## config.mk

```make
export PLATFORM = sky130hd
export DESIGN_NAME = crtc_raster_timing_with_registers
export DESIGN_NICKNAME = d
export VERILOG_FILES = /design/src/rtl/core/crtc_rt_pkg.sv /design/src/rtl/core/crtc_raster_timing_with_registers.sv
export VERILOG_INCLUDE_DIRS = /design/src /design/src/rtl/core
export SDC_FILE = /design/constraint.sdc
export NUM_CORES = 1
export LEC_CHECK = 0
export BUFFER_PORTS_ARGS = -buffer_cell sky130_fd_sc_hd__buf_2
export CAP_MARGIN = 20
export CORE_UTILIZATION = 40
export CTS_CLUSTER_SIZE = 14
export DETAILED_ROUTE_END_ITERATION = 8
export GPL_TIMING_DRIVEN = 0
export PLACE_DENSITY = 0.67
export RECOVER_POWER = 100
export SLEW_MARGIN = 20
export SYNTH_ARGS = -nofsm -noshare
export SYNTH_HDL_FRONTEND = slang
export SYNTH_SLANG_ARGS = --single-unit
```

## constraint.sdc

```tcl
create_clock -name clk_i -period 5.85 [get_ports clk_i]
set_input_delay 0.585 -clock clk_i [delete_from_list [all_inputs] [get_ports clk_i]]
set_output_delay 0.585 -clock clk_i [all_outputs]
set_load 0.005 [all_outputs]
```

## src/rtl/core/crtc_raster_timing_with_registers_macros.svh

```systemverilog
// Assertion macros for the CRTC raster timing block.
`ifndef CRTC_RASTER_TIMING_WITH_REGISTERS_MACROS_SVH
`define CRTC_RASTER_TIMING_WITH_REGISTERS_MACROS_SVH

// Same-cycle implication, gated by reset.
`define CRTC_ASSERT_IMP(label, ante, cons) \
  label: assert property (@(posedge clk_i) disable iff (!rst_ni) (ante) |-> (cons)) \
    else $error("crtc assertion failed");

// Next-cycle implication, gated by reset.
`define CRTC_ASSERT_NEXT(label, ante, cons) \
  label: assert property (@(posedge clk_i) disable iff (!rst_ni) (ante) |=> (cons)) \
    else $error("crtc assertion failed");

`endif

```

## src/rtl/core/crtc_rt_pkg.sv

```systemverilog
package crtc_rt_pkg;

  typedef enum logic [1:0] {
    OP_WRITE = 2'd0,
    OP_READ  = 2'd1,
    OP_TICK  = 2'd2,
    OP_NONE  = 2'd3
  } opcode_e;

  localparam logic [3:0] PORT_INDEX = 4'd4;
  localparam logic [3:0] PORT_DATA  = 4'd5;
  localparam logic [3:0] PORT_ARRAY = 4'd10;

  localparam int unsigned CRTC_REGS = 18;

  localparam logic [4:0] REG_HDISP     = 5'd1;
  localparam logic [4:0] REG_VTOTAL    = 5'd4;
  localparam logic [4:0] REG_VADJ      = 5'd5;
  localparam logic [4:0] REG_VDISP     = 5'd6;
  localparam logic [4:0] REG_VSYNC     = 5'd7;
  localparam logic [4:0] REG_INTERLACE = 5'd8;
  localparam logic [4:0] REG_MAXSCAN   = 5'd9;
  localparam logic [4:0] REG_CUR_START = 5'd10;
  localparam logic [4:0] REG_CUR_END   = 5'd11;
  localparam logic [4:0] REG_START_HI  = 5'd12;
  localparam logic [4:0] REG_START_LO  = 5'd13;

  localparam logic [7:0] STAT_DISPLAY = 8'h01;
  localparam logic [7:0] STAT_VSYNC   = 8'h08;
  localparam logic [7:0] STAT_TOGGLE  = 8'h10;

  typedef struct packed {
    opcode_e    opcode;
    logic [3:0] port;
    logic [7:0] wdata;
  } in_t;

  typedef struct packed {
    logic [7:0]  rdata;
    logic [7:0]  status;
    logic [15:0] mem_address;
    logic [4:0]  scanline;
    logic [6:0]  row_count;
    logic        display_enable;
    logic        cursor_visible;
    logic        vsync_irq;
  } out_t;

  function automatic logic [7:0] reg_mask(input logic [4:0] sel);
    logic [7:0] m;
    case (sel)
      5'd4, 5'd6, 5'd7, 5'd10: m = 8'h7f;
      5'd5, 5'd9, 5'd11:       m = 8'h1f;
      5'd8:                    m = 8'hf3;
      5'd12, 5'd14:            m = 8'h3f;
      default:                 m = 8'hff;
    endcase
    return m;
  endfunction

endpackage

```

## src/rtl/core/crtc_raster_timing_with_registers.sv

```systemverilog
// The result transaction is registered: it follows its input transaction in the next cycle.
// Throughput: one transaction per cycle; the result register frees as it is taken.
// Input stalls only while a result waits and the receiver stalls it.
// Reset (rst_ni low, asynchronous) clears the register file, palette, counters and result valid.
`include "crtc_raster_timing_with_registers_macros.svh"

module crtc_raster_timing_with_registers #(
  parameter int unsigned VSYNC_HALF_LINES = 16
) (
  input  logic              clk_i,
  input  logic              rst_ni,
  input  logic              in_valid_i,
  output logic              in_stall_o,
  input  crtc_rt_pkg::in_t  in_data_i,
  output logic              out_valid_o,
  input  logic              out_stall_i,
  output crtc_rt_pkg::out_t out_data_o
);

  logic [7:0]  file_q [crtc_rt_pkg::CRTC_REGS];
  logic [7:0]  pal_q  [32];
  logic [4:0]  csel_q, csel_d;
  logic [4:0]  asel_q, asel_d;
  logic        aphase_q, aphase_d;
  logic [7:0]  status_q, status_d;
  logic        half_q, half_d;
  logic [4:0]  line_q, line_d;
  logic [6:0]  row_q, row_d;
  logic [15:0] addr_q, addr_d;
  logic [15:0] rsa_q, rsa_d;
  logic        disp_q, disp_d;
  logic [4:0]  adj_q, adj_d;
  logic [4:0]  sync_q, sync_d;
  logic        curline_q, curline_d;
  logic        curblink_q, curblink_d;
  logic [4:0]  blinkcnt_q, blinkcnt_d;

  logic        file_we, pal_we;
  logic [7:0]  file_wdata, pal_wdata;

  logic        out_valid_q;
  crtc_rt_pkg::out_t out_q, out_d;
  logic        accept;
  logic        tick_first, status_rd;

  assign in_stall_o  = out_valid_q & out_stall_i;
  assign accept      = in_valid_i & ~in_stall_o;
  assign out_valid_o = out_valid_q;
  assign out_data_o  = out_q;

  assign tick_first = accept && (in_data_i.opcode == crtc_rt_pkg::OP_TICK) && !half_q;
  assign status_rd  = accept && (in_data_i.opcode == crtc_rt_pkg::OP_READ) &&
                      (in_data_i.port == crtc_rt_pkg::PORT_ARRAY);

  function automatic logic line_match(input logic [4:0] ln, input logic [7:0] tgt,
                                      input logic il);
    return (ln == tgt[4:0]) || (il && (ln == {1'b0, tgt[4:1]}));
  endfunction

  always_comb begin
    logic        il;
    logic        adv;
    logic [8:0]  mode;
    logic [15:0] sa;
    logic [4:0]  ln;
    logic [6:0]  rn;
    logic        irq;
    logic [7:0]  rd;

    csel_d     = csel_q;
    asel_d     = asel_q;
    aphase_d   = aphase_q;
    status_d   = status_q;
    half_d     = half_q;
    line_d     = line_q;
    row_d      = row_q;
    addr_d     = addr_q;
    rsa_d      = rsa_q;
    disp_d     = disp_q;
    adj_d      = adj_q;
    sync_d     = sync_q;
    curline_d  = curline_q;
    curblink_d = curblink_q;
    blinkcnt_d = blinkcnt_q;
    file_we    = 1'b0;
    pal_we     = 1'b0;
    file_wdata = in_data_i.wdata & crtc_rt_pkg::reg_mask(csel_q);
    pal_wdata  = asel_q[4] ? {4'h0, in_data_i.wdata[3:0]} : in_data_i.wdata;
    irq        = 1'b0;
    rd         = 8'h00;
    ln         = line_q;
    rn         = row_q;

    il   = (file_q[crtc_rt_pkg::REG_INTERLACE][1:0] == 2'b11);
    mode = {pal_q[3][3], 3'b000, pal_q[0][4], 2'b00, pal_q[0][1:0]};
    case (mode) inside
      9'h000, 9'h001, 9'h002, 9'h003, 9'h012, 9'h013, 9'h102: adv = 1'b1;
      default:                                                adv = 1'b0;
    endcase
    sa = {2'b00, file_q[crtc_rt_pkg::REG_START_HI][5:0],
          file_q[crtc_rt_pkg::REG_START_LO]};

    case (in_data_i.opcode)
      crtc_rt_pkg::OP_WRITE: begin
        case (in_data_i.port)
          crtc_rt_pkg::PORT_INDEX: csel_d = in_data_i.wdata[4:0];
          crtc_rt_pkg::PORT_DATA: begin
            file_we = (csel_q < 5'(crtc_rt_pkg::CRTC_REGS));
          end
          crtc_rt_pkg::PORT_ARRAY: begin
            if (!aphase_q) begin
              asel_d = in_data_i.wdata[4:0];
            end else begin
              pal_we = 1'b1;
            end
            aphase_d = ~aphase_q;
          end
          default: ;
        endcase
      end
      crtc_rt_pkg::OP_READ: begin
        case (in_data_i.port)
          crtc_rt_pkg::PORT_INDEX: rd = {3'b000, csel_q};
          crtc_rt_pkg::PORT_DATA: begin
            rd = (csel_q < 5'(crtc_rt_pkg::CRTC_REGS)) ? file_q[csel_q] : 8'h00;
          end
          crtc_rt_pkg::PORT_ARRAY: begin
            aphase_d = 1'b0;
            status_d = status_q ^ crtc_rt_pkg::STAT_TOGGLE;
            rd       = status_d;
          end
          default: rd = 8'hff;
        endcase
      end
      crtc_rt_pkg::OP_TICK: begin
        if (!half_q) begin
          half_d      = 1'b1;
          status_d[0] = 1'b0;
          if (disp_q && adv) begin
            addr_d = addr_q + {8'h00, file_q[crtc_rt_pkg::REG_HDISP]};
          end
          if (row_q == file_q[crtc_rt_pkg::REG_VSYNC][6:0] && line_q == 5'd0) begin
            status_d[3] = 1'b1;
          end
        end else begin
          half_d = 1'b0;
          if (disp_q) begin
            status_d[0] = 1'b1;
          end
          if (sync_q != 5'd0) begin
            sync_d = sync_q - 5'd1;
            if (sync_q == 5'd1) begin
              status_d[3] = 1'b0;
            end
          end
          if (line_match(line_q, file_q[crtc_rt_pkg::REG_CUR_END], il)) begin
            curline_d = 1'b0;
          end
          if (adj_q != 5'd0) begin
            ln     = line_q + 5'd1;
            addr_d = rsa_q;
            adj_d  = adj_q - 5'd1;
            if (adj_q == 5'd1) begin
              disp_d = 1'b1;
              addr_d = sa;
              rsa_d  = sa;
              ln     = 5'd0;
            end
          end else if (line_match(line_q, file_q[crtc_rt_pkg::REG_MAXSCAN], il)) begin
            rsa_d = addr_q;
            ln    = 5'd0;
            rn    = row_q + 7'd1;
            if (rn == file_q[crtc_rt_pkg::REG_VDISP][6:0]) begin
              disp_d = 1'b0;
            end
            if (row_q == file_q[crtc_rt_pkg::REG_VTOTAL][6:0]) begin
              rn    = 7'd0;
              adj_d = file_q[crtc_rt_pkg::REG_VADJ][4:0];
              if (file_q[crtc_rt_pkg::REG_VADJ][4:0] == 5'd0) begin
                disp_d = 1'b1;
                addr_d = sa;
                rsa_d  = sa;
              end
              if ((file_q[crtc_rt_pkg::REG_CUR_START] & 8'h60) == 8'h20) begin
                curblink_d = 1'b0;
              end else begin
                curblink_d = blinkcnt_q[4];
              end
            end
            if (rn == file_q[crtc_rt_pkg::REG_VSYNC][6:0]) begin
              disp_d     = 1'b0;
              sync_d     = 5'(VSYNC_HALF_LINES);
              irq        = 1'b1;
              blinkcnt_d = blinkcnt_q + 5'd1;
            end
          end else begin
            ln     = line_q + 5'd1;
            addr_d = rsa_q;
          end
          row_d  = rn;
          line_d = ln;
          if (line_match(ln, file_q[crtc_rt_pkg::REG_CUR_START], il)) begin
            curline_d = 1'b1;
          end
        end
      end
      default: ;
    endcase

    out_d.rdata          = rd;
    out_d.status         = status_d;
    out_d.mem_address    = addr_d;
    out_d.scanline       = line_d;
    out_d.row_count      = row_d;
    out_d.display_enable = disp_d;
    out_d.cursor_visible = curline_d & curblink_d;
    out_d.vsync_irq      = irq;
  end

  always_ff @(posedge clk_i or negedge rst_ni) begin
    if (!rst_ni) begin
      for (int i = 0; i < int'(crtc_rt_pkg::CRTC_REGS); i++) file_q[i] <= 8'h00;
      for (int i = 0; i < 32; i++) pal_q[i] <= 8'h00;
      csel_q     <= '0;
      asel_q     <= '0;
      aphase_q   <= 1'b0;
      status_q   <= '0;
      half_q     <= 1'b0;
      line_q     <= '0;
      row_q      <= '0;
      addr_q     <= '0;
      rsa_q      <= '0;
      disp_q     <= 1'b0;
      adj_q      <= '0;
      sync_q     <= '0;
      curline_q  <= 1'b0;
      curblink_q <= 1'b0;
      blinkcnt_q <= '0;
    end else if (accept) begin
      if (file_we) file_q[csel_q] <= file_wdata;
      if (pal_we)  pal_q[asel_q]  <= pal_wdata;
      csel_q     <= csel_d;
      asel_q     <= asel_d;
      aphase_q   <= aphase_d;
      status_q   <= status_d;
      half_q     <= half_d;
      line_q     <= line_d;
      row_q      <= row_d;
      addr_q     <= addr_d;
      rsa_q      <= rsa_d;
      disp_q     <= disp_d;
      adj_q      <= adj_d;
      sync_q     <= sync_d;
      curline_q  <= curline_d;
      curblink_q <= curblink_d;
      blinkcnt_q <= blinkcnt_d;
    end
  end

  always_ff @(posedge clk_i or negedge rst_ni) begin
    if (!rst_ni) begin
      out_valid_q <= 1'b0;
    end else begin
      out_valid_q <= accept | (out_valid_q & out_stall_i);
    end
  end

  always_ff @(posedge clk_i) begin
    if (accept) begin
      out_q <= out_d;
    end
  end

  `CRTC_ASSERT_IMP(a_irq_blanks, out_valid_o && out_data_o.vsync_irq, !out_data_o.display_enable)
  `CRTC_ASSERT_NEXT(a_first_phase, tick_first, half_q && !out_q.vsync_irq)
  `CRTC_ASSERT_NEXT(a_status_toggle, status_rd, out_q.status[4] != $past(status_q[4]) && !aphase_q)

endmodule

```

After elaboration in Yosys (flattened, before gate mapping)
Memory sizes are Yosys's and may differ from the RTL's.
Cells that the tools add are included.
{"block": "totals", "elab_cells": 242, "output_inout_bits": 49, "ff_bits": 530, "romBits": 80, "mem_bits_rw": 0, "latch_bits": 0, "memories": 1}
{"name": "(name not given)", "words": 16, "width": 5, "read_ports": 1, "rd_clocked_by_memory_dff": 0, "wr": 0, "line_no": "crtc_rt_pkg.sv:51", "source": "case (sel)"}
{"block": "op_classes", "mux": 85, "multipliers": 0, "n_bitwise": 14, "eq_ne": 27, "n_lt_le_gt_ge": 5, "reduce_logical": 30, "n_addsub": 6, "n_div": 0, "shifts": 0}
{"op": "$bwmux 256", "count": 1}
{"op": "$bwmux 144", "count": 1}
{"op": "$mux 16", "count": 8}
{"op": "$demux 8 s5", "count": 2}
{"op": "$mux 5", "count": 15}
{"op": "$mux 7", "count": 9}
{"op": "$mux 8", "count": 7}
{"op": "$bmux 8 s5", "count": 1}
{"op": "$mux 1", "count": 36}
{"op": "$eq 7x7->1", "count": 4}
{"op": "$pmux 8 s3", "count": 1}
{"op": "$add 16x8->16", "count": 1}
{"op": "$eq 4x3->1 const B", "count": 4}
{"op": "$eq 5x4->1", "count": 3}
{"op": "$eq 5x5->1", "count": 3}
{"op": "$ge 6x6->1 const B", "count": 2}
{"op": "$lt 6x1->1 const B", "count": 2}
{"op": "$not 5->6", "count": 2}
{"op": "$add 5x1->5 const B", "count": 2}
{"op": "$eq 5x1->1 const B", "count": 2}
{"op": "$logic_not 5->1", "count": 2}
{"op": "$reduce_bool 5->1", "count": 2}
{"op": "$sub 5x1->5 const B", "count": 2}
{"op": "$and 8x8->8", "count": 1}
{"op": "other kinds (26)", "count": 54}

Longest topological paths before layout
Gate-level depths: netlist (run 1).
{"block": "depth", "word_depth": 14, "mapped_depth": 11, "mapped_depth_nobuf": 10}

Worst setup path before layout (run 1)
Ideal clock, no wire load.
{"block": "synth_timing", "kind": "input to register", "from": "input out_stall_i", "to": "register status_q[3]", "cell_stages": 5, "arrival_time_ns": 2.746, "path_slack_ns": 2.976, "required_ns": 5.722, "setup_time_ns": 0.128, "cell_sequence": "nand2_1 nand2_1 inv_1 buf_1 mux2_2"}
{"block": "synth_via", "elab_chain_cells": 3}
{"element": "start, declared", "line_no": "crtc_raster_timing_with_registers.sv:16", "source": "input logic out_stall_i,"}
{"element": "$and 1x1->1", "line_no": "crtc_raster_timing_with_registers.sv:46", "source": "assign in_stall_o = out_valid_q & out_stall_i;"}
{"element": "$not 1->1", "line_no": "crtc_raster_timing_with_registers.sv:47", "source": "assign accept = in_valid_i & ~in_stall_o;"}
{"element": "$and 1x1->1", "line_no": "crtc_raster_timing_with_registers.sv:47"}
{"element": "named net accept", "line_no": "crtc_raster_timing_with_registers.sv:43", "source": "logic accept;"}
{"element": "end signal, assigned", "line_no": "crtc_raster_timing_with_registers.sv:245", "source": "status_q <= status_d;"}
{"element": "end, declared", "line_no": "crtc_raster_timing_with_registers.sv:25", "source": "logic [7:0] status_q, status_d;"}
The timed path passes the listed nets, and every way through them passes these cells.
A chain may end at the register's enable or synchronous reset.

Worst setup path after layout (run 1)
{"block": "layout_timing", "from": "register csel_q[1]", "to": "register file_q[17] in the netlist's numbering"}
{"block": "layout_via", "elab_chain_cells": 6}
{"element": "start, declared", "line_no": "crtc_raster_timing_with_registers.sv:22", "source": "logic [4:0] csel_q, csel_d;"}
{"element": "start signal, assigned", "line_no": "crtc_raster_timing_with_registers.sv:242", "source": "csel_q <= csel_d;"}
{"element": "$not 5->6 (implied by the code)", "line_no": "crtc_raster_timing_with_registers.sv:240", "source": "if (file_we) file_q[csel_q] <= file_wdata;"}
{"element": "$ge 6x6->1 (implied by the code) or $lt 6x1->1 (tied branches)", "line_no": "crtc_raster_timing_with_registers.sv:240"}
{"element": "$logic_and 1x1->1 (implied by the code)", "line_no": "crtc_raster_timing_with_registers.sv:240"}
{"element": "$mux 8 (implied by the code)", "line_no": "crtc_raster_timing_with_registers.sv:240"}
{"element": "$demux 8 s5", "line_no": "crtc_raster_timing_with_registers.sv:240"}
{"element": "$bwmux 144", "line_no": "crtc_raster_timing_with_registers.sv:240"}
{"element": "end signal, assigned by index", "line_no": "crtc_raster_timing_with_registers.sv:240"}
{"element": "end, declared", "line_no": "crtc_raster_timing_with_registers.sv:20", "source": "logic [7:0] file_q [crtc_rt_pkg::CRTC_REGS];"}
Parallel ways exist; a longest one is shown, timed or not.

==> metrics.txt, run 1 <==
nets about 1400; first-pass GRT wire length 62700 µm; top cell type's share of synthesized area about two fifths; CTS H-tree depth 1; Yosys cell types 81; Sum Neg Setup Slack 0 ns; Pint 3.71 mW; DR WL/cell around 22 µm; Slew @ Worst Pin between 3 and 4 ns; Synth Register Bits approximately 270; Via Count about 11000; die area 0.0364 mm²; Die Y-Extent ~190 µm; Post-synth ARST share a little over four fifths; power share of the combinational group between 20% and 30%; Starting DRT DRC Count 1095; initial antenna violation count 0; grt ovf 0; CP Data Arrival Time around 5 ns; Die X 191 µm; Lkg Pwr approximately 6.8 nW; simple-gate share of the synthesized area between 10% and 20%; post-synthesis mux area share between 15 and 20%; max frequency about 230 MHz; clk buf depth 3; Worst path most repeated cell clkbuf_1; # rows between 60 and 70; R2R setup slack around 1.4 ns; maximum vdd drop about 0.2 mV; CP Cell Sequence clkbuf_1 -> clkbuf_1 -> clkbuf_1 -> clkbuf_1 -> nand3_1 -> nor2_1 -> mux2_2; Routed Antenna Nets 0; status finished, violations left; clock root buffer clkbuf_16; Worst Path Max Fanout 10; crit path launch type flop; switching share of power between 30% and 40%; Clock power frac between 30% and 40%; Seq/Total Area, Yosys about half; EDFF count, synth 42; clock-pin slew on the worst setup and hold paths around 0.060 ns; fin crit share around three quarters; final setup violating endpoints 0; CTS tree built; total chip power ~5.5 mW; Synth Area in XOR/XNOR 4.06%; Tmin final between 4 and 5 ns; Cell Pwr Density between 300 and 400 mW/mm²; worst rel slew slack -148%; RePlAce Congestion between 0.9 and 1; CTS buffer count 27; Ys Warns 0; highest-delay cell along the critical path nor2_1; largest family of logic cells by synthesized area multiplexers; Seq pwr share a little over two fifths; area leader, netlist dfrtp_1; NetSw ~1.8 mW; layout cells sized above 1 approximately 20%; # Post-CTS Setup Buffers 0; vias in the first global route 10546; CP endpoint kind flop; Post-Synth Adder-Cell Area under 10%; largest net degree at the start of global routing 100; antenna fix cells 0; initial core utilization between 40% and 50%; Mean Syn Cell Area 11.2 µm²; DP Wirelength 28800 µm; Clock Skew roughly 0.009 ns; WP data required 6.29 ns; Final Hold Viols 0; Vias per Instance between 5 and 6; finished layout cell area between 0.015 and 0.02 mm²; Clk Latency, worst-skew pair 0.56 ns; IO Pins 67; cts repair resizes 0; dpl cell area 0.0153 mm²; dominant cells by area after synthesis dfrtp_1, mux2_2, edfxtp_1, mux4_2, nand2_1; Synth Area in Compound Gates 12.5%; clock sinks between 200 and 300; core box area roughly 0.035 mm²; Routed WL about 40000 µm; TritonRoute pass-1 iters 5; RSZ-0062 raised after global routing false; Cell Area, Synth between 0.01 and 0.015 mm²; CP peak stage delay ~0.75 ns; failing checks max-capacitance violations, max-slew violations; Post-Synthesis Cells 1275; area delta synth->final 12.2%; port buffer count 61; Residual DRC 0; Synth Flop Type dfrtp_1; Crit Path Category flop to flop; # hold bufs at CTS 1; max-slew violation count 62; max_cap viols 1; Hold WC Path Type input port to flop; Total GRT Usage between 20 and 25%
==> power groups by stage <==
stage	Sequential (mW)	Clock (mW)	Combinational, mW
2_1_floorplan	2.27	0	1.01
4_1_cts	2.28	1.80	1.44
3_5_place_dp	2.31	0	1.43
5_1_grt	2.31	1.88	1.58
3_3_place_gp	2.31	0	1.39
6_report	2.28	1.79	1.42
==> synthesized netlist by cell type (all sizes together) (7+ instances only) <==
cell type and n:
dfrtp 226, nand2 141, mux2 132, o21ai 101
nor2 62, clkbuf 53, xnor2 52, nand3 43
edfxtp 42, buf 36, mux4 34, a21oi 33
inv 22, nor3 20, ha 19, a222oi 14
and2 14, mux2i 14, xor2 14, nand2b 13
nor2b 13, a31oi 12, a22oi 11, nand4 11
o21a 9, o31ai 9, o221ai 8, a221oi 7
nand3b 7, nor4b 7
==> critical path, delay by kind of cell, from the launching register on <==
family,cells,cell delay [ns]
buffers and inverters,4,2.43
and+or+nand+nor,2,1.13
muxes,1,0.42
DFF,1,0.32
==> registers in the layout (all words and copies together) (netlist names), 7 cells and up <==
signal / cells
row_q: 7
out_data_o: 42
file_q: 144
addr_q: 16
rsa_q: 16
==> per-stage QoR <==
| step | setup slack [ns] | cells | hold WS [ns] | util, % |
|---|---|---|---|---|
| 6_report | 1.41 | 1849 | 0.237 | 45.9 |
| 3_3_place_gp | 0.200 | 1795 | 0.459 | 43.5 |
| 5_1_grt | 1.12 | 1849 | 0.254 | 45.9 |
| 3_5_place_dp | 2.48 | 1799 | 0.457 | 43.8 |
| 2_1_floorplan | 2.98 | 1279 | 0.289 | - |
| 4_1_cts | 2.46 | 1849 | 0.229 | 46.4 |
==> path summary, 6_finish.rpt <==
path / startpoint / end / depth (start not counted)
setup / recovery: csel_q[1]$_DFFE_PN0P_ / file_q[17]$_DFFE_PN0P_ / 7
hold / removal: in_valid_i / out_valid_o$_DFF_PN0_ / 2
setup reg to reg: csel_q[1]$_DFFE_PN0P_ / file_q[17]$_DFFE_PN0P_ / 7
hold reg to reg: blinkcnt_q[4]$_DFFE_PN0P_ / blinkcnt_q[4]$_DFFE_PN0P_ / 1
max in group asynchronous: rst_ni / file_q[28]$_DFFE_PN0P_ / 2
min in group asynchronous: rst_ni / line_q[2]$_DFFE_PN0P_ / 2
==> placed cells by master (no fill, tap or decap), types with 27 or more instances in the layout <==
master       n
a21oi_1     33
o21ai_0    100
nand2_1    141
nor2_1      61
buf_2       48
mux4_2      34
nand3_1     43
dfrtp_1    226
clkbuf_16   27
edfxtp_1    42
clkbuf_1    99
mux2_2     132
xnor2_1     52
==> cells by family after synthesis <==
kind of cell,Yosys count
XOR/XNOR,66
AO/OA/AOI/OAI,264
flip-flops,268
other,1
AND/OR/NAND/NOR,364
buffers and inverters,112
adder cells (fa/ha/maj),20
multiplexers,180
==> area by class of cell <==
type	instances	area, µm²
Fill cell	3204	18800
Sequential cell	268	6920
Multi-Input combinational cell	899	6780
Clock buffer	37	733
Tap cell	455	569
Buffer	89	389
Timing Repair Buffer	66	345
Clock inverter	12	160
Inverter	23	86.3
==> metal layers <==
metal	GRT usage [%]	wire length (µm)	vias up
met5	0	0	-
met4	7.75	1330	0
met3	2.80	2420	73
met2	36.4	18900	383
met1	31.0	17500	5403
li1	-	-	4903
(Power assumes the default switching activity.)
==> run 2: changes to the inputs <==
--- a/config.mk
+++ b/config.mk
@@ -12,7 +12,7 @@
 export CTS_CLUSTER_SIZE = 14
 export DETAILED_ROUTE_END_ITERATION = 8
 export GPL_TIMING_DRIVEN = 0
-export PLACE_DENSITY = 0.67
+export PLACE_DENSITY = 0.69
 export RECOVER_POWER = 100
 export SLEW_MARGIN = 20
 export SYNTH_ARGS = -nofsm -noshare
==> constraint.sdc (replaced) <==
create_clock -name clk_i -period 4.06 [get_ports clk_i]
set_input_delay 0.406 -clock clk_i [delete_from_list [all_inputs] [get_ports clk_i]]
set_output_delay 0.406 -clock clk_i [all_outputs]
set_load 0.005 [all_outputs]
==> run 2 against run 1 <==
  * The flow still finishes with violations (max-capacitance violations, max-slew violations)
  * Total power rose by 49%
  * Clock power rose by 58%
  * Clock skew rose by 0.0064 ns
  * Utilization rose by 0.39 points
  * Worst setup slack got worse by 1.0 ns
  * Critical path type unchanged
  * Die area did not move
  * Global-route usage barely moved
  * Critical endpoint is now file_q[59]$_DFFE_PN0P_
  * Sequential share of layout area fell by 0.36 points
  * Largest power group unchanged
  * Largest cell class unchanged
  * Critical path depth rose by 1
  * Sequential power rose by 44%
==> metrics.txt, run 2 (synthesis gave the netlist of run 1 again) <==
core box area 0.0348 mm² (unchanged); highest-delay cell along the critical path nor4b_1 (was nor2_1); Total GRT Usage 22.5% (about the same); area delta synth->final 13.1% (was 12.2%); antenna fix cells 0 (unchanged); RSZ-0062 raised after global routing false (unchanged); Final Hold Viols 0 (unchanged); largest register by flop count file_q (unchanged); Non-Filler Instances 1853 (was 1849); DR WL/cell 21.7 µm (about the same); # Post-CTS Setup Buffers 0 (unchanged); final setup violating endpoints 0 (unchanged); clk buf depth 3 (unchanged); CTS buffer count 29 (was 27); largest net degree at the start of global routing 102 (was 100); max_cap viols 1 (unchanged); total chip power 8.18 mW (was 5.50 mW); clock sinks 268 (unchanged); first-pass GRT wire length 62800 µm (was 62700 µm); RePlAce Congestion 0.954 (was 0.926); WP data required 4.49 ns (was 6.29 ns); Clock Skew 0.0153 ns (was 0.00887 ns); port buffer count 61 (unchanged); CP top delay family simple AND/OR/NAND/NOR gates (was buffers and inverters); initial antenna violation count 0 (unchanged); crit path launch type flop (unchanged); Crit Path Category flop to flop (unchanged); worst rel slew slack -13.2% (was -148%); layout cells sized above 1 20.9% (was 20.1%); Die X 191 µm (unchanged); Cell Pwr Density 508 mW/mm² (was 344 mW/mm²); Worst Path Max Fanout 10 (unchanged); die area 0.0364 mm² (unchanged); fin crit share 90.6% (was 75.9%); Die Y-Extent 191 µm (unchanged); pre-CTS setup slack 0.636 ns (was 2.48 ns); # rows 68 (unchanged); vias in the first global route 10709 (was 10546); nets 1414 (was 1412); CP Cell Sequence clkbuf_1 -> o31ai_1 -> and3_1 -> buf_4 -> nor4b_1 -> nand3b_2 -> nor2_1 -> mux2_2 (was clkbuf_1 -> clkbuf_1 -> clkbuf_1 -> clkbuf_1 -> nand3_1 -> nor2_1 -> mux2_2); TritonRoute pass-1 iters 5 (unchanged); Slew @ Worst Pin 1.70 ns (was 3.73 ns); final worst slack 0.383 ns (was 1.41 ns); Tmin final 3.68 ns (was 4.44 ns); DP Wirelength 28700 µm (was 28800 µm); post-route core utilization 46.3% (was 45.9%); Routed Antenna Nets 0 (unchanged); CP endpoint kind flop (unchanged); grt ovf 0 (unchanged); max-slew violation count 30 (was 62); status finished, violations left (unchanged); Hold WC Path Type input port to flop (unchanged); cts repair resizes 0 (unchanged); maximum vdd drop 0.323 mV (was 0.199 mV); clock-pin slew on the worst setup and hold paths 0.06 ns (about the same); Clk Latency, worst-skew pair 0.56 ns (about the same); CP Data Arrival Time 4.11 ns (was 4.87 ns); failing checks max-capacitance violations, max-slew violations (unchanged); max reg flops 144 (unchanged); CP peak stage delay 0.83 ns (was 0.75 ns); dpl cells 1799 (unchanged); CTS H-tree depth 1 (unchanged); Via Count 10952 (was 10762); clock root buffer clkbuf_16 (unchanged); commonest non-fill, non-tap cell in the layout dfrtp_1 (unchanged); Starting DRT DRC Count 1225 (was 1095); Vias per Instance 5.91 (was 5.82); Lkg Pwr 6.87 nW (was 6.80 nW); CTS tree built (unchanged); IO Pins 67 (unchanged); WP buf/inv 2 (was 4); Routed WL 40200 µm (about the same); most frequent cells in the layout dfrtp_1, nand2_1, mux2_2, o21ai_0, clkbuf_1 (unchanged); max frequency 272 MHz (was 225 MHz); Residual DRC 0 (unchanged); initial core utilization 40.9% (unchanged)
## run 2: area by class of cell
class	instances	area, µm²
inverter	23	86.3
clock buffer	45	918
clock inverter	8	121
multi-input combinational	899	6810
buffer	89	398
sequential	268	6920
tap	455	569
fill	3155	18700
timing repair buffer	66	300
## run 2: through the flow
| step | cell area, µm² | setup TNS, ns | hold WS (ns) |
|---|---|---|---|
| 2_1_floorplan | 14300 | 0 | 0.110 |
| 3_3_place_gp | 15100 | -318.14 | 0.458 |
| 3_5_place_dp | 15300 | 0 | 0.292 |
| 4_1_cts | 16300 | 0 | 0.0385 |
| 5_1_grt | 16100 | 0 | 0.0779 |
| 6_report | 16100 | 0 | 0.0511 |
## run 2: final timing paths
path	from	end	slack (ns)	cells past startpoint
hold reg to reg	file_q[69]$_DFFE_PN0P_	file_q[69]$_DFFE_PN0P_	0.48	2
setup / recovery	csel_q[3]$_DFFE_PN0P_	file_q[59]$_DFFE_PN0P_	0.38	8
min in group asynchronous	rst_ni	sync_q[4]$_DFFE_PN0P_	0.84	2
max in group asynchronous	rst_ni	file_q[1]$_DFFE_PN0P_	0.91	3
setup reg to reg	csel_q[3]$_DFFE_PN0P_	file_q[59]$_DFFE_PN0P_	0.38	8
hold / removal	in_valid_i	out_valid_o$_DFF_PN0_	0.05	2
## run 2: report_power, final
group	switching (mW)	internal, mW
sequential	0.244	3.05
clock	1.09	1.74
combinational	1.28	0.784
## run 2: metal layers
| layer | vias to the layer above | part of all wire [%] | track usage [%] |
|---|---|---|---|
| li1 | 4902 | - | - |
| met1 | 5525 | 42 | 30.4 |
| met2 | 435 | 47 | 36.3 |
| met3 | 90 | 6.6 | 3.26 |
| met4 | 0 | 3.9 | 8.68 |
| met5 | - | 0 | 0 |
## run 2: what timing repair did
| action | in CTS | in global routing |
|---|---|---|
| hold buffers | 1 | 0 |
| endpoints found under the hold margin | 27 | 0 |
| setup endpoints to repair | 0 | 0 |
==> run 3: changes to the inputs <==
--- a/config.mk
+++ b/config.mk
@@ -8,6 +8,7 @@
 export LEC_CHECK = 0
 export BUFFER_PORTS_ARGS = -buffer_cell sky130_fd_sc_hd__buf_2
 export CAP_MARGIN = 20
+export CORE_MARGIN = 2
 export CORE_UTILIZATION = 40
 export CTS_CLUSTER_SIZE = 14
 export DETAILED_ROUTE_END_ITERATION = 8
==> run 3 against run 2 <==
  * The run still ends with max-capacitance violations, max-slew violations left
  * Worst hold slack improved by 0.0042 ns
  * Die area is 2.1% higher
  * Total power barely moved
  * Sequential cell count stayed put
  * Clock power about the same
  * Critical endpoint is now out_data_o[41]$_SDFFCE_PN0P_
  * Critical path type unchanged
  * Via count shrank 1.7%
  * Register-to-register slack barely moved
  * Combinational power about the same
  * First-iteration DRC count shrank 11%
  * Global-route usage down 0.65 points
  * Sequential share of layout area barely moved
  * Maximum frequency decreased by 0.27%
==> metrics.txt, run 3 (synthesis gave the netlist of run 1 again) <==
status finished, violations left (unchanged); failing checks max-capacitance violations, max-slew violations (unchanged); clock root buffer clkbuf_16 (unchanged); IO Pins 67 (unchanged); highest-delay cell along the critical path clkbuf_1 (was nor4b_1); die area 0.0371 mm² (was 0.0364 mm²); max_cap viols 1 (unchanged); Seq pwr share 40.3% (about the same); CP Data Arrival Time 3.99 ns (was 4.11 ns); Multi-input gate area 0.00681 mm² (unchanged); Total GRT Usage 21.8% (was 22.5%); Final Hold Viols 0 (unchanged); NetSw 2.65 mW (was 2.61 mW); largest net degree at the start of global routing 100 (was 102); vias in the first global route 10567 (was 10709); dpl cells 1804 (was 1799); Non-Filler Instances 1856 (was 1853); crit path launch type flop (unchanged); # hold bufs at CTS 1 (unchanged); Clock Skew 0.0171 ns (was 0.0153 ns); worst rel slew slack -84.1% (was -13.2%); DP Wirelength 28600 µm (was 28700 µm); Residual DRC 0 (unchanged); Via Count 10769 (was 10952); switching share of power 32.4% (was 31.9%); port buffer count 61 (unchanged); Hold WC Path Type input port to flop (unchanged); initial core utilization 40.3% (was 40.9%); Routed WL 40100 µm (was 40200 µm); WP data required 4.37 ns (was 4.49 ns); Crit Path Category flop to flop (unchanged); TritonRoute pass-1 iters 8 (was 5); clk buf depth 3 (unchanged); final setup violating endpoints 0 (unchanged); CP peak stage delay 0.68 ns (was 0.83 ns); power share of the combinational group 25.3% (was 25.2%); FF+latch area 0.00692 mm² (unchanged); Clk Latency, worst-skew pair 0.56 ns (about the same); Tmin final 3.69 ns (was 3.68 ns); CTS tree built (unchanged); Clock power frac 34.4% (was 34.5%); maximum vdd drop 0.371 mV (was 0.323 mV); most frequent cells in the layout dfrtp_1, nand2_1, mux2_2, o21ai_0, clkbuf_1 (unchanged); FILL cells 3231 (was 3155); max reg flops 144 (unchanged); # Post-CTS Setup Buffers 0 (unchanged); Worst Path Max Fanout 10 (unchanged); CTS H-tree depth 1 (unchanged); layout cells sized above 1 20.4% (was 20.9%); total chip power 8.18 mW (about the same); largest register by flop count file_q (unchanged); max frequency 271 MHz (was 272 MHz); clock-pin slew on the worst setup and hold paths 0.06 ns (about the same); Slew @ Worst Pin 2.76 ns (was 1.70 ns); Pint 5.52 mW (was 5.57 mW); DR WL/cell 21.6 µm (was 21.7 µm); grt ovf 0 (unchanged); Die Y-Extent 193 µm (was 191 µm); CP Cell Sequence clkbuf_1 -> clkbuf_1 -> clkbuf_2 -> clkbuf_2 -> mux2i_1 -> o22ai_1 -> a221oi_1 -> nor2_1 (was clkbuf_1 -> o31ai_1 -> and3_1 -> buf_4 -> nor4b_1 -> nand3b_2 -> nor2_1 -> mux2_2); CP endpoint kind flop (unchanged); Vias per Instance 5.80 (was 5.91); clock sinks 268 (unchanged); fin crit share 90.8% (was 90.6%); RSZ-0062 raised after global routing false (unchanged); Lkg Pwr 6.85 nW (was 6.87 nW); max-slew violation count 42 (was 30); area delta synth->final 13.2% (was 13.1%); core box area 0.0353 mm² (was 0.0348 mm²); commonest non-fill, non-tap cell in the layout dfrtp_1 (unchanged); CTS buffer count 28 (was 29); Starting DRT DRC Count 1095 (was 1225); initial antenna violation count 0 (unchanged); Die X 193 µm (was 191 µm); nets 1412 (was 1414); # rows 69 (was 68); antenna fix cells 0 (unchanged); Routed Antenna Nets 0 (unchanged); cts repair resizes 0 (unchanged); RePlAce Congestion 0.944 (was 0.954); first-pass GRT wire length 62100 µm (was 62800 µm); Cell Pwr Density 507 mW/mm² (was 508 mW/mm²)
[run 3: cell types whose count changed in the layout (fill, tap and decap cells not counted), sizes merged]
cell	previous run	this run
bufinv	3	4
clkinv	4	8
clkinvlp	1	0
buf	61	52
inv	23	25
[run 3: critical path: cells and delay by family, from the launching register on]
kind / cells / cell delay, ns
simple gates: 1 / 0.07
flops: 1 / 0.50
compound gates: 2 / 0.42
buf+inv: 4 / 2.17
mux: 1 / 0.26
[run 3: power by group through the flow]
stage	sequential, mW	combinational (mW)	clock, mW
6_report	3.30	2.07	2.81
5_1_grt	3.33	2.28	2.95
4_1_cts	3.29	2.07	2.85
3_5_place_dp	3.33	2.06	0
3_3_place_gp	3.33	2.00	0
2_1_floorplan	3.27	1.46	0
[run 3: final timing paths]
kind                                                 from                            to  slack, ns  cells after the start
worst max-delay path                csel_q[0]$_DFFE_PN0P_  out_data_o[41]$_SDFFCE_PN0P_       0.37                      8
max in group asynchronous                          rst_ni         addr_q[4]$_DFFE_PN0P_       1.22                      2
worst min register to register  blinkcnt_q[4]$_DFFE_PN0P_     blinkcnt_q[4]$_DFFE_PN0P_       0.47                      1
min in group asynchronous                          rst_ni         sync_q[3]$_DFFE_PN0P_       1.28                      2
worst max register to register      csel_q[0]$_DFFE_PN0P_  out_data_o[41]$_SDFFCE_PN0P_       0.37                      8
worst min-delay path                           in_valid_i         out_valid_o$_DFF_PN0_       0.06                      2
[run 3: per-layer routing]
| layer | track usage, % | vias to the layer above | wire length [µm] |
|---|---|---|---|
| li1 | - | 4894 | - |
| met1 | 30.2 | 5442 | 17600 |
| met2 | 35.2 | 351 | 18900 |
| met3 | 2.44 | 82 | 2240 |
| met4 | 8.34 | 0 | 1400 |
| met5 | 0 | - | 0 |
[run 3: per-stage QoR]
step / util (%) / setup TNS [ns] / setup WS (ns) / instance area, µm² / hold WS, ns
global route: 45.7 / 0 / 0.202 / 16100 / 0.0560
CTS: 46.0 / 0 / 0.663 / 16300 / 0.0351
finish: 45.7 / 0 / 0.374 / 16100 / 0.0553
global placement: 42.9 / -324.46 / -1.46 / 15100 / 0.459
floorplan: - / 0 / 1.37 / 14300 / 0.110
detailed placement: 43.1 / 0 / 0.694 / 15200 / 0.335
[run 3: area by class of cell]
| type | count | area share (%) |
|---|---|---|
| Sequential cell | 268 | 42.9 |
| Multi-Input combinational cell | 899 | 42.2 |
| Clock buffer | 37 | 5.13 |
| Tap cell | 461 | 3.58 |
| Buffer | 89 | 2.46 |
| Timing Repair Buffer | 65 | 2.03 |
| Clock inverter | 14 | 1.16 |
| Inverter | 23 | 0.535 |
